`config.mk`:
```
export PLATFORM = sky130hd
export DESIGN_NAME = fm_tuner_word_and_mute_control
export DESIGN_NICKNAME = d
export VERILOG_FILES = /design/src/rtl/fmt_pkg.sv /design/src/rtl/fmt_ctrl.sv /design/src/rtl/fmt_datapath.sv /design/src/rtl/fm_tuner_word_and_mute_control.sv
export SDC_FILE = /design/constraint.sdc
export NUM_CORES = 2
export LEC_CHECK = 0
export ABC_CLOCK_PERIOD_IN_PS = 21800
export BUFFER_PORTS_ARGS = -buffer_cell sky130_fd_sc_hd__buf_2
export CORE_MARGIN = 2
export CORE_UTILIZATION = 60
export DETAILED_ROUTE_END_ITERATION = 10
export PLACE_DENSITY_LB_ADDON = 0.08
export SLEW_MARGIN = 5
export SYNTH_ARGS = -nofsm -noshare
export SYNTH_HDL_FRONTEND = slang
export SYNTH_SLANG_ARGS = --single-unit
export TNS_END_PERCENT = 20
```
`constraint.sdc`:
```
create_clock -name clock -period 21.8 [get_ports clock]
set_input_delay 3.27 -clock clock [delete_from_list [all_inputs] [get_ports clock]]
set_output_delay 3.27 -clock clock [all_outputs]
set_load 0.1 [all_outputs]
```
`src/rtl/fmt_pkg.sv`:
```
`timescale 1ns / 1ps

package fmt_pkg;

   // field widths
   localparam int unsigned FREQ_W   = 21;
   localparam int unsigned KHZ_W    = 17;
   localparam int unsigned VOL_W    = 2;
   localparam int unsigned OFS_W    = 4;
   localparam int unsigned BYTE_W   = 8;
   localparam int unsigned REQ_DW   = 24;
   localparam int unsigned RSP_DW   = 16;
   localparam int unsigned MUL_W    = 32;

   // intermediate widths, set by the largest 21-bit frequency
   localparam int unsigned X_W      = 14;
   localparam int unsigned SQ_W     = 28;
   localparam int unsigned P_W      = 29;
   localparam int unsigned Q1_W     = 16;
   localparam int unsigned Q2_W     = 16;
   localparam int unsigned Q3_W     = 17;
   localparam int unsigned WORD_W   = 17;

   localparam logic [KHZ_W-1:0] MUTE_KHZ_RESET = 17'd87000;

   // request kinds on req_tuser
   localparam logic REQ_TUNE   = 1'b0;
   localparam logic REQ_VOLUME = 1'b1;

   // card register offsets
   localparam logic [OFS_W-1:0] OFS_VOL_HI  = 4'd0;
   localparam logic [OFS_W-1:0] OFS_VOL_LO  = 4'd2;
   localparam logic [OFS_W-1:0] OFS_TUNE_B8 = 4'd4;
   localparam logic [OFS_W-1:0] OFS_TUNE_HI = 4'd6;
   localparam logic [OFS_W-1:0] OFS_TUNE_LO = 4'd8;

   // polynomial constants
   localparam int unsigned X_DIV     = 160;
   localparam int unsigned Q1_BIAS   = 2500;
   localparam int unsigned Q1_DIV    = 5000;
   localparam int unsigned Q2_BIAS   = 5000;
   localparam int unsigned Q2_DIV    = 10000;
   localparam int unsigned Q3_BIAS   = 10433;
   localparam int unsigned Q3_DIV    = 20866;
   localparam int unsigned TUNE_OFS  = 11505;

   // bit widths of the dividends feeding each constant division
   localparam int unsigned X_N  = FREQ_W;
   localparam int unsigned Q1_N = 28;
   localparam int unsigned Q2_N = 29;
   localparam int unsigned Q3_N = 31;

   // ceiling reciprocals; shift of n + clog2(d) makes floor(a*m >> s) exact for a < 2**n
   localparam int unsigned X_S  = X_N + $clog2(X_DIV);
   localparam int unsigned Q1_S = Q1_N + $clog2(Q1_DIV);
   localparam int unsigned Q2_S = Q2_N + $clog2(Q2_DIV);
   localparam int unsigned Q3_S = Q3_N + $clog2(Q3_DIV);
   localparam logic [63:0] X_M  = ((64'd1 << X_S) + 64'(X_DIV) - 64'd1) / 64'(X_DIV);
   localparam logic [63:0] Q1_M = ((64'd1 << Q1_S) + 64'(Q1_DIV) - 64'd1) / 64'(Q1_DIV);
   localparam logic [63:0] Q2_M = ((64'd1 << Q2_S) + 64'(Q2_DIV) - 64'd1) / 64'(Q2_DIV);
   localparam logic [63:0] Q3_M = ((64'd1 << Q3_S) + 64'(Q3_DIV) - 64'd1) / 64'(Q3_DIV);

   typedef enum logic [3:0] {
      ST_IDLE,
      ST_VOL_HI,
      ST_VOL_LO,
      ST_X,
      ST_SQ,
      ST_Q1,
      ST_Q3,
      ST_P,
      ST_Q2,
      ST_TUNE_B8,
      ST_TUNE_HI,
      ST_TUNE_LO
   } state_type;

   typedef enum logic [2:0] {
      OP_X,
      OP_SQ,
      OP_Q1,
      OP_Q3,
      OP_P,
      OP_Q2
   } mul_op_type;

   typedef enum logic [2:0] {
      SEL_VOL_HI,
      SEL_VOL_LO,
      SEL_TUNE_B8,
      SEL_TUNE_HI,
      SEL_TUNE_LO
   } out_sel_type;

   typedef struct packed {
      logic        capture;
      logic        mul_en;
      mul_op_type  op;
      logic        out_load;
      out_sel_type sel;
      logic        out_last;
   } fmt_cmd_type;

   typedef struct packed {
      logic retune;
      logic out_free;
   } fmt_status_type;

endpackage

```
`src/rtl/fmt_ctrl.sv`:
```
`timescale 1ns / 1ps

module fmt_ctrl (
   input  logic                    clock,
   input  logic                    reset,
   input  logic                    req_tvalid,
   input  logic                    req_tuser,
   output logic                    req_tready,
   input  fmt_pkg::fmt_status_type status,
   output fmt_pkg::fmt_cmd_type    cmd
);
   import fmt_pkg::*;

   state_type state_ff;
   state_type state_in;

   always_ff @(posedge clock) begin
      if (reset) begin
         state_ff <= ST_IDLE;
      end else begin
         state_ff <= state_in;
      end
   end

   always_comb begin
      state_in     = state_ff;
      req_tready   = 1'b0;
      cmd.capture  = 1'b0;
      cmd.mul_en   = 1'b0;
      cmd.op       = OP_X;
      cmd.out_load = 1'b0;
      cmd.sel      = SEL_VOL_HI;
      cmd.out_last = 1'b0;
      case (state_ff)
         ST_IDLE: begin
            req_tready = 1'b1;
            if (req_tvalid) begin
               cmd.capture = 1'b1;
               state_in    = (req_tuser == REQ_VOLUME) ? ST_VOL_HI : ST_X;
            end
         end
         ST_VOL_HI: begin
            cmd.sel = SEL_VOL_HI;
            if (status.out_free) begin
               cmd.out_load = 1'b1;
               state_in     = ST_VOL_LO;
            end
         end
         ST_VOL_LO: begin
            cmd.sel      = SEL_VOL_LO;
            cmd.out_last = !status.retune;
            if (status.out_free) begin
               cmd.out_load = 1'b1;
               state_in     = status.retune ? ST_X : ST_IDLE;
            end
         end
         ST_X: begin
            cmd.mul_en = 1'b1;
            cmd.op     = OP_X;
            state_in   = ST_SQ;
         end
         ST_SQ: begin
            cmd.mul_en = 1'b1;
            cmd.op     = OP_SQ;
            state_in   = ST_Q1;
         end
         ST_Q1: begin
            cmd.mul_en = 1'b1;
            cmd.op     = OP_Q1;
            state_in   = ST_Q3;
         end
         ST_Q3: begin
            cmd.mul_en = 1'b1;
            cmd.op     = OP_Q3;
            state_in   = ST_P;
         end
         ST_P: begin
            cmd.mul_en = 1'b1;
            cmd.op     = OP_P;
            state_in   = ST_Q2;
         end
         ST_Q2: begin
            cmd.mul_en = 1'b1;
            cmd.op     = OP_Q2;
            state_in   = ST_TUNE_B8;
         end
         ST_TUNE_B8: begin
            cmd.sel = SEL_TUNE_B8;
            if (status.out_free) begin
               cmd.out_load = 1'b1;
               state_in     = ST_TUNE_HI;
            end
         end
         ST_TUNE_HI: begin
            cmd.sel = SEL_TUNE_HI;
            if (status.out_free) begin
               cmd.out_load = 1'b1;
               state_in     = ST_TUNE_LO;
            end
         end
         ST_TUNE_LO: begin
            cmd.sel      = SEL_TUNE_LO;
            cmd.out_last = 1'b1;
            if (status.out_free) begin
               cmd.out_load = 1'b1;
               state_in     = ST_IDLE;
            end
         end
         default: begin
            state_in = ST_IDLE;
         end
      endcase
   end

endmodule

```
`src/rtl/fmt_datapath.sv`:
```
`timescale 1ns / 1ps

module fmt_datapath (
   input  logic                                 clock,
   input  logic                                 reset,
   input  logic [fmt_pkg::REQ_DW-1:0]           req_tdata,
   input  logic                                 req_tuser,
   input  logic                                 csr_wr_en,
   input  logic [fmt_pkg::KHZ_W-1:0]            csr_wr_data,
   input  fmt_pkg::fmt_cmd_type                 cmd,
   output fmt_pkg::fmt_status_type              status,
   output logic                                 rsp_tvalid,
   input  logic                                 rsp_tready,
   output logic [fmt_pkg::RSP_DW-1:0]           rsp_tdata,
   output logic                                 rsp_tlast
);
   import fmt_pkg::*;

   logic [KHZ_W-1:0]  mute_khz_ff;
   logic              muted_ff;
   logic              retune_ff;
   logic [FREQ_W-1:0] stored_freq_ff;
   logic [FREQ_W-1:0] freq_ff;
   logic [VOL_W-1:0]  vol_ff;

   logic [X_W-1:0]    x_ff;
   logic [SQ_W-1:0]   sq_ff;
   logic [Q1_W-1:0]   q1_ff;
   logic [Q3_W-1:0]   q3_ff;
   logic [P_W-1:0]    p_ff;
   logic [Q2_W-1:0]   q2_ff;

   logic              rsp_valid_ff;
   logic [OFS_W-1:0]  ofs_ff;
   logic [BYTE_W-1:0] data_ff;
   logic              last_ff;

   logic [FREQ_W-1:0] in_freq;
   logic              in_mute;
   logic [VOL_W-1:0]  in_vol;
   logic [VOL_W-1:0]  vol_eff;
   logic              retune_c;

   logic [MUL_W-1:0]  mul_a;
   logic [MUL_W-1:0]  mul_b;
   logic [63:0]       product;
   logic [WORD_W-1:0] word;
   logic [OFS_W-1:0]  ofs_c;
   logic [BYTE_W-1:0] data_c;

   assign in_freq  = req_tdata[FREQ_W-1:0];
   assign in_mute  = req_tdata[FREQ_W];
   assign in_vol   = req_tdata[FREQ_W+VOL_W:FREQ_W+1];
   assign vol_eff  = in_mute ? '0 : in_vol;
   // mute state flips whenever the effective volume crosses zero
   assign retune_c = (vol_eff == '0) != muted_ff;

   always_ff @(posedge clock) begin
      if (reset) begin
         mute_khz_ff    <= MUTE_KHZ_RESET;
         muted_ff       <= 1'b0;
         retune_ff      <= 1'b0;
         stored_freq_ff <= '0;
      end else begin
         if (csr_wr_en) begin
            mute_khz_ff <= csr_wr_data;
         end
         if (cmd.capture && req_tuser == REQ_TUNE) begin
            stored_freq_ff <= in_freq;
         end
         if (cmd.capture && req_tuser == REQ_VOLUME) begin
            retune_ff <= retune_c;
            if (retune_c) begin
               muted_ff <= !muted_ff;
            end
         end
      end
   end

   always_ff @(posedge clock) begin
      if (cmd.capture) begin
         if (req_tuser == REQ_TUNE) begin
            freq_ff <= in_freq;
         end else begin
            vol_ff  <= vol_eff;
            freq_ff <= muted_ff ? stored_freq_ff : {mute_khz_ff, 4'd0};
         end
      end
   end

   // one shared multiplier, stepped through the polynomial by the controller
   always_comb begin
      mul_a = '0;
      mul_b = '0;
      case (cmd.op)
         OP_X: begin
            mul_a = MUL_W'(freq_ff);
            mul_b = X_M[MUL_W-1:0];
         end
         OP_SQ: begin
            mul_a = MUL_W'(x_ff);
            mul_b = MUL_W'(x_ff);
         end
         OP_Q1: begin
            mul_a = MUL_W'(sq_ff) + MUL_W'(Q1_BIAS);
            mul_b = Q1_M[MUL_W-1:0];
         end
         OP_Q3: begin
            mul_a = (MUL_W'(sq_ff) << 3) + (MUL_W'(sq_ff) << 1) + MUL_W'(Q3_BIAS);
            mul_b = Q3_M[MUL_W-1:0];
         end
         OP_P: begin
            mul_a = MUL_W'(q1_ff);
            mul_b = MUL_W'(x_ff);
         end
         OP_Q2: begin
            mul_a = MUL_W'(p_ff) + MUL_W'(Q2_BIAS);
            mul_b = Q2_M[MUL_W-1:0];
         end
         default: begin
            mul_a = '0;
            mul_b = '0;
         end
      endcase
   end

   assign product = 64'(mul_a) * 64'(mul_b);

   always_ff @(posedge clock) begin
      if (cmd.mul_en) begin
         case (cmd.op)
            OP_X:    x_ff  <= X_W'(product >> X_S);
            OP_SQ:   sq_ff <= SQ_W'(product);
            OP_Q1:   q1_ff <= Q1_W'(product >> Q1_S);
            OP_Q3:   q3_ff <= Q3_W'(product >> Q3_S);
            OP_P:    p_ff  <= P_W'(product);
            OP_Q2:   q2_ff <= Q2_W'(product >> Q2_S);
            default: x_ff  <= x_ff;
         endcase
      end
   end

   // only the low 17 bits of the modulo-2^32 word reach the card
   assign word = WORD_W'(q2_ff) - q3_ff + {1'b0, x_ff, 2'b00} - WORD_W'(TUNE_OFS);

   always_comb begin
      ofs_c  = OFS_VOL_HI;
      data_c = '0;
      case (cmd.sel)
         SEL_VOL_HI: begin
            ofs_c  = OFS_VOL_HI;
            data_c = {7'd0, vol_ff[1]};
         end
         SEL_VOL_LO: begin
            ofs_c  = OFS_VOL_LO;
            data_c = {7'd0, vol_ff[0]};
         end
         SEL_TUNE_B8: begin
            ofs_c  = OFS_TUNE_B8;
            data_c = {7'd0, word[8]};
         end
         SEL_TUNE_HI: begin
            ofs_c  = OFS_TUNE_HI;
            data_c = word[16:9];
         end
         SEL_TUNE_LO: begin
            ofs_c  = OFS_TUNE_LO;
            data_c = word[7:0];
         end
         default: begin
            ofs_c  = OFS_VOL_HI;
            data_c = '0;
         end
      endcase
   end

   always_ff @(posedge clock) begin
      if (reset) begin
         rsp_valid_ff <= 1'b0;
      end else if (cmd.out_load) begin
         rsp_valid_ff <= 1'b1;
      end else if (rsp_tready) begin
         rsp_valid_ff <= 1'b0;
      end
   end

   always_ff @(posedge clock) begin
      if (cmd.out_load) begin
         ofs_ff  <= ofs_c;
         data_ff <= data_c;
         last_ff <= cmd.out_last;
      end
   end

   assign status.retune   = retune_ff;
   assign status.out_free = !rsp_valid_ff || rsp_tready;

   assign rsp_tvalid = rsp_valid_ff;
   assign rsp_tdata  = {4'd0, data_ff, ofs_ff};
   assign rsp_tlast  = last_ff;

endmodule

```
`src/rtl/fm_tuner_word_and_mute_control.sv`:
```
`timescale 1ns / 1ps
// channel   direction  handshake              payload
// req       in         req_tvalid/req_tready  tdata: tune_freq, mute, volume; tuser: req_type
// rsp       out        rsp_tvalid/rsp_tready  tdata: port_offset, port_data; tlast: last_write
// csr       in         csr_wr_en              csr_wr_data: mute_freq_khz
//
// one request at a time; a tune makes six passes through the shared multiplier, then three writes.
// a volume request writes the volume high and low bits, then also retunes when it enters or leaves mute.
// reset is synchronous: mute state and stored frequency clear, mute frequency is 87000 kHz.
// a stalled rsp side holds the sequencer at the next write; results are never dropped.

module fm_tuner_word_and_mute_control (
   input  logic                           clock,
   input  logic                           reset,
   input  logic                           req_tvalid,
   output logic                           req_tready,
   input  logic [fmt_pkg::REQ_DW-1:0]     req_tdata,   // tune_freq[20:0], mute[21], volume[23:22]
   input  logic                           req_tuser,   // req_type
   output logic                           rsp_tvalid,
   input  logic                           rsp_tready,
   output logic [fmt_pkg::RSP_DW-1:0]     rsp_tdata,   // port_offset[3:0], port_data[11:4]
   output logic                           rsp_tlast,
   input  logic                           csr_wr_en,
   input  logic [fmt_pkg::KHZ_W-1:0]      csr_wr_data
);
   import fmt_pkg::*;

   fmt_cmd_type    cmd;
   fmt_status_type status;

   fmt_ctrl u_ctrl (
      .clock      (clock),
      .reset      (reset),
      .req_tvalid (req_tvalid),
      .req_tuser  (req_tuser),
      .req_tready (req_tready),
      .status     (status),
      .cmd        (cmd)
   );

   fmt_datapath u_datapath (
      .clock       (clock),
      .reset       (reset),
      .req_tdata   (req_tdata),
      .req_tuser   (req_tuser),
      .csr_wr_en   (csr_wr_en),
      .csr_wr_data (csr_wr_data),
      .cmd         (cmd),
      .status      (status),
      .rsp_tvalid  (rsp_tvalid),
      .rsp_tready  (rsp_tready),
      .rsp_tdata   (rsp_tdata),
      .rsp_tlast   (rsp_tlast)
   );

endmodule

```
## Word level (Yosys, flattened, before mapping)

Cells that the tools add are included.

| word-level totals | value |
|---|---|
| bits in registers | 201 |
| bits in latches | 0 |
| memory bits (writable) | 0 |
| memory bits (read-only) | 0 |
| output and inout port bits | 19 |
| logic and storage cells | 99 |
| memories | 0 |

| operators by class | value |
|---|---|
| $add $sub $neg | 7 |
| multipliers | 1 |
| div/mod/pow operators | 0 |
| order comparisons | 0 |
| equal/unequal tests | 27 |
| shift-type cells | 0 |
| mux-type cells | 25 |
| bitwise operators | 1 |
| reductions and logical operators | 21 |

Operators by type and width:

| operator | count |
|---|---|
| $pmux W32 S6 | 1 |
| $pmux W32 S5 | 1 |
| $mul A32 B32 Y63 | 1 |
| $pmux W4 S12 | 1 |
| $mux W21 | 2 |
| $pmux W8 S5 | 1 |
| $add A31 B29 Y32 | 1 |
| $add A32 B14 Y32 const B | 1 |
| $add A29 B13 Y30 const B | 1 |
| $add A28 B12 Y29 const B | 1 |
| $mux W4 | 6 |
| $pmux W4 S6 | 1 |
| $pmux W4 S5 | 1 |
| $add A17 B16 Y17 | 1 |
| $sub A16 B17 Y17 | 1 |
| $sub A17 B14 Y17 const B | 1 |
| $eq A4 B3 Y1 const B | 4 |
| $eq A4 B4 Y1 const B | 4 |
| $pmux W4 S4 | 1 |
| $reduce_and A2 Y1 | 8 |
| $eq A3 B2 Y1 const B | 4 |
| $ne A2 B2 Y1 const B | 6 |
| $eq A3 B3 Y1 const B | 3 |
| $eq A4 B2 Y1 const B | 2 |
| other kinds (16) | 28 |

## Depth between registers and ports, before layout

| depth | value |
|---|---|
| word-level depth | 6 |
| depth in mapped cells | 40 |
| depth with buffers taken out | 38 |

## By module

A second synthesis with hierarchy kept.

| second synthesis, totals | value |
|---|---|
| cell total of the unflattened synthesis | 4,521 |
| area, all modules | 42,657.2 µm² |

By module, submodules not included:

| module | times used | cells an instance | area an instance (µm²) |
|---|---|---|---|
| fmt_datapath | 1 | 4,457 | 42,203.0 |
| fmt_ctrl | 1 | 64 | 454.2 |

## Least setup slack after synthesis

OpenSTA, ideal clock, no wires.

| path | value |
|---|---|
| kind | reg2reg |
| start point | register u_datapath.sq_ff[3] |
| end point | register u_datapath.q1_ff[14] (data pin) |
| arrival time | 9.332 ns |
| path slack | 12.206 ns |
| cell stages (with the launch flop) | 39 |
| buffers on the path | 1 |
| period minus slack after synthesis | 9.594 ns |
| path through | edfxtp_1 -> ha_1 -> ha_1 -> inv_1 -> fa_1 -> nor2b_1 -> o31a_1 -> o21bai_1 -> a21boi_2 -> o21a_1 -> nor3_1 -> or3_4 -> a221oi_4 -> buf_6 -> nor2_1 -> fa_1 -> inv_1 -> fa_1 -> [... 3 more ...] -> fa_1 -> inv_1 -> fa_1 -> inv_1 -> fa_1 -> inv_1 -> fa_1 -> inv_1 -> ha_1 -> and3_4 -> nand4_4 -> or3_1 -> a2bb2oi_2 -> a21oi_4 -> nor2_4 -> or3_4 -> a21o_1 -> o211a_1 |

| on the way | value |
|---|---|
| word-level cells in the longest chain between the ends | 4 |
| elaborated cells between the ends (all ways) | 5 |
| classes of those cells | 3 x add/sub; 1 x mul; 1 x mux |

Ends and longest elaborated chain:

| element | RTL line | text |
|---|---|---|
| start: declaration | fmt_datapath.sv:27 | `logic [SQ_W-1:0] sq_ff;` |
| start signal: assignment | fmt_datapath.sv:133 | `OP_SQ: sq_ff <= SQ_W'(product);` |
| $add A31 B29 Y32 | fmt_datapath.sv:109 | `mul_a = (MUL_W'(sq_ff) << 3) + (MUL_W'(sq_ff) << 1) + MUL_W'(Q3_BIAS);` |
| $add A32 B14 Y32 | fmt_datapath.sv:109 |  |
| $pmux W32 S6 * | fmt_datapath.sv:95 | `case (cmd.op)` |
| $mul A32 B32 Y63 * | fmt_datapath.sv:127 | `assign product = 64'(mul_a) * 64'(mul_b);` |
| via u_datapath.product[55] | fmt_datapath.sv:46 | `logic [63:0] product;` |
| end signal: assignment | fmt_datapath.sv:134 | `OP_Q1: q1_ff <= Q1_W'(product >> Q1_S);` |
| end: declaration | fmt_datapath.sv:28 | `logic [Q1_W-1:0] q1_ff;` |

Mark *: on every way through the listed nets, which the timed path passes. The rest lies on a longest branch.
A chain may end at the register's enable or synchronous reset.

## Worst setup path after layout

| path | value |
|---|---|
| start point | register u_ctrl.state_ff[1] |
| end point | register u_datapath.q1_ff[15] (data pin) |

| on the way | value |
|---|---|
| word-level cells in the longest chain between the ends | 6 |
| elaborated cells between the ends (all ways) | 17 |
| classes of those cells | 1 x mul; 11 x eq/ne; 3 x mux; 2 x reduce/logical |

Ends and longest elaborated chain:

| element | RTL line | text |
|---|---|---|
| start: declaration | fmt_ctrl.sv:14 | `state_type state_ff;` |
| start signal: assignment | fmt_ctrl.sv:21 | `state_ff <= state_in;` |
| $eq A4 B4 Y1 (tied with other cells) | fmt_ctrl.sv:34 | `case (state_ff)` |
| $pmux W4 S6 * | fmt_ctrl.sv:34 |  |
| $eq A3 B1 Y1 / $eq A3 B3 Y1 (equally long branches) | fmt_datapath.sv:95 |  |
| $reduce_or A2 Y1 (no line) | n/a |  |
| $pmux W32 S5 | fmt_datapath.sv:95 |  |
| $mul A32 B32 Y63 * | fmt_datapath.sv:127 |  |
| via u_datapath.product[56] | fmt_datapath.sv:46 |  |

Marked as above.

==> summary.md <==
| Metric | Value |
|---|---|
| Status | `finished clean` |
| # rows | `97` |
| Largest net degree at the start of global routing | `49` |
| Via count | `32090` |
| Die area | `73010 µm²` |
| Async SR Flop Fraction | `0` |
| Reg2reg setup slack | `10.14 ns` |
| Die W | `270.2 µm` |
| Cell count after synthesis | `4471` |
| Top Ports | `66` |
| Worst-margin pin slew | `1.271 ns` |
| Yosys cell types | `98` |
| Worst min path class | `reg -> reg` |
| FF+latch count, synth | `200` |
| H-tree levels | `4` |
| Setup CP Type | `reg -> reg` |
| First-pass GRT wire length | `217100 µm` |
| RSZ-0062 raised after global routing | `no` |
| Post-synth top cells | `inv_1 (1089), fa_1 (879), nor2_1 (444)` |
| Slowest-stage cell, CP | `nor2_2` |
| Final setup violation count | `0` |
| Crit share post-route | `0.5349` |
| Grt ovf | `0` |
| Reg2reg start | `u_ctrl.state_ff[1]` |
| Hold path start | `u_datapath.stored_freq_ff[8]` |
| Clk slew on worst S/H paths | `0.08 ns` |
| Core Area | `70150 µm²` |
| Most Frequent Cell on Critical Path | `fa_1` |
| Ys Warns | `0` |
| Reg2reg end | `u_datapath.q1_ff[15]` |
| Hold Buf Count CTS | `0` |
| GR Util All Layers | `0.4129` |
| Post-synth EDFFs | `155` |
| Post-synthesis mux area share | `0.008357` |
| Die Y-Extent | `270.2 µm` |
| Max-slew headroom | `0.1518` |
| CP max stage delay | `1.14 ns` |
| Count leader, synth | `inv_1` |
| Fin. Hold Viols | `0` |
| Complex-gate fraction of the synthesized area | `0.08057` |
| Synth area leaders | `fa_1 (41%), edfxtp_1 (11%), ha_1 (11%)` |
| Num CTS Buffers | `17` |
| Cell Area, Synth | `42520 µm²` |
| Post-Syn Area per Cell | `9.510 µm²` |
| Share of post-route cells with drive strength above 1 | `0.05459` |
| Layout area overhead | `4.973%` |
| Total Wirelength | `146100 µm` |
| Simple-gate portion of the synthesized area | `0.1194` |
| Root buffer cell | `clkbuf_16` |
| Drt drc | `0` |
| Adder-cell share of the synthesized area | `0.5230` |
| Max Freq | `85.76 MHz` |
| Synth top area share | `0.4139` |
| Max Slew Vio Count | `0` |
| Worst-path fanout max | `29` |
| Reg2reg path depth | `29` |
| Hold EP | `u_datapath.stored_freq_ff[8]` |
| Postcts setup bufs | `0` |
| Post-CTS Resized | `0` |
| First-pass iteration count of the detailed router | `6` |
| Fin Setup TNS | `0 ns` |
| Area leader, netlist | `fa_1` |
| Startpoint Class | `flop` |
| Via density | `5.870` |
| Number of global-route vias before repair | `33050` |
| Avg WL per Cell | `26.73 µm` |
| Worst Path Arrival | `11.96 ns` |
| Starting Density | `0.6061` |
| CTS sink cnt | `200` |
| Critical path capture point type | `flop` |
| Max-cap violations | `0` |
| Synth Flop Type | `edfxtp_1` |
| Fillers | `6079` |
| XOR/XNOR Fraction of Synth Area | `0.02610` |
| Antenna Nets Post-Route | `0` |
| Detailed placer's ending HPWL | `126000 µm` |
| Hold depth | `2` |
| Post-route minimum period | `11.66 ns` |
| Main combinational cell family by area after synthesis | `adder cells` |
| CTS tree | `done` |
| Clock skew | `0.02228 ns` |
| Seq/Total Area, Yosys | `0.1307` |
| Initial DRC count | `3122` |
| Input/output buffers | `60` |
| Antenna violations before repair | `4` |
| Gpl congestion | `1.035` |
| Clock Path Buffers | `2` |
| Nets@finish | `5809` |
| Clock latency on the worst-skew pair | `0.48 ns` |
| Worst Path Required | `22.10 ns` |
[final cells by class]
cell class | instances | area [µm²] | area share
repair buffers | 114 | 705.7 | 0.01581
inverters | 1095 | 4110 | 0.09209
flip-flops and latches | 200 | 5555 | 0.1245
multi-input cells | 3084 | 32470 | 0.7274
well taps | 940 | 1176 | 0.02635
clock inverters | 15 | 188.9 | 0.004233
clock buffers | 17 | 425.4 | 0.009531
diodes | 2 | 5.005 | 0.0001121
[layout by cell type, fill, tap and decap left out, drive strengths merged, types with 11 or more instances in the layout]
| master | count |
|---|---|
| edfxtp | 155 |
| a21oi | 168 |
| xor2 | 50 |
| nor2b | 33 |
| o21a | 18 |
| nand2 | 316 |
| or2 | 28 |
| fa | 879 |
| inv | 1102 |
| or3 | 20 |
| nor3 | 48 |
| nand4 | 28 |
| and3 | 33 |
| conb | 52 |
| a31oi | 18 |
| mux2i | 34 |
| o211ai | 11 |
| o22ai | 23 |
| clkbuf | 17 |
| a22oi | 11 |
| o21ai | 108 |
| and2 | 20 |
| nand3 | 48 |
| a21o | 41 |
| dfxtp | 45 |
| o21bai | 16 |
| nand2b | 52 |
| ha | 371 |
| buf | 114 |
| nor2 | 448 |
| a211oi | 15 |
| xnor2 | 75 |
| a211o | 13 |
[metrics by stage]
stage | worst slack, ns | hold WS, ns | instance area [µm²] | util | instances
5_1_grt | 9.872 | 0.4825 | 44630 | 0.6362 | 5465
3_5_place_dp | 10.38 | 0.4487 | 44010 | 0.6274 | 5433
3_3_place_gp | 10.45 | 0.4424 | 44010 | 0.6274 | 5433
2_1_floorplan | 12.21 | 0.4360 | 42710 | - | 4521
4_1_cts | 10.35 | 0.4601 | 44630 | 0.6362 | 5465
6_report | 10.14 | 0.4575 | 44630 | 0.6363 | 5467
[worst max path at each step]
stage	to	cells past startpoint	slack (ns)	from
CTS	u_datapath.q1_ff[15]	29	10.35	u_ctrl.state_ff[1]
global route	u_datapath.q3_ff[16]	31	9.87	u_ctrl.state_ff[3]
floorplan	u_datapath.q1_ff[14]	38	12.21	u_datapath.sq_ff[3]
global placement	u_datapath.q3_ff[16]	29	10.45	u_ctrl.state_ff[1]
detailed placement	u_datapath.q3_ff[16]	29	10.38	u_ctrl.state_ff[1]
finish	u_datapath.q1_ff[15]	29	10.14	u_ctrl.state_ff[1]
[cells by family (layout without fill, tap and decap cells)]
logic type	after synthesis	in the layout
and+or+nand+nor	1108	1108
AOI/OAI and AO/OA	514	514
DFF	200	200
buffers and inverters	1237	1241
muxes	35	35
other	2	54
adders and majority gates	1250	1250
xor gates and xnor gates	125	125
[flip-flops by register name, summed over array words and instances (netlist names)]
register / flops
u_datapath.p_ff: 29
u_datapath.sq_ff: 28
u_datapath.freq_ff: 21
u_datapath.stored_freq_ff: 21
u_datapath.mute_khz_ff: 17
u_datapath.q3_ff: 17
u_datapath.q1_ff: 16
u_datapath.q2_ff: 16
u_datapath.x_ff: 14
u_datapath.data_ff: 8
u_ctrl.state_ff: 4
u_datapath.ofs_ff: 3
u_datapath.vol_ff: 2
u_datapath.muted_ff: 1
u_datapath.retune_ff: 1
u_datapath.rsp_tlast: 1
u_datapath.rsp_tvalid: 1
[routing by layer]
layer / vias up / wire length [µm] / global-route usage
li1: 13830 / - / -
met1: 16230 / 56440 / 0.5529
met2: 1683 / 65270 / 0.6358
met3: 345 / 14650 / 0.08819
met4: 2 / 9762 / 0.2187
met5: - / 13 / 0
[worst max-delay path: cells and delay by family, from the launching register on]
family,cells,cell delay (ns)
fa+ha+maj,9,4.42
compound gates,6,2.21
buf+inv,5,0.60
simple gates,8,3.30
xor+xnor,1,0.23
flops,1,0.69
Power is left out: the tool's default activity adds up to more than one toggle a clock period on the data nets, which glitch-free logic cannot reach.
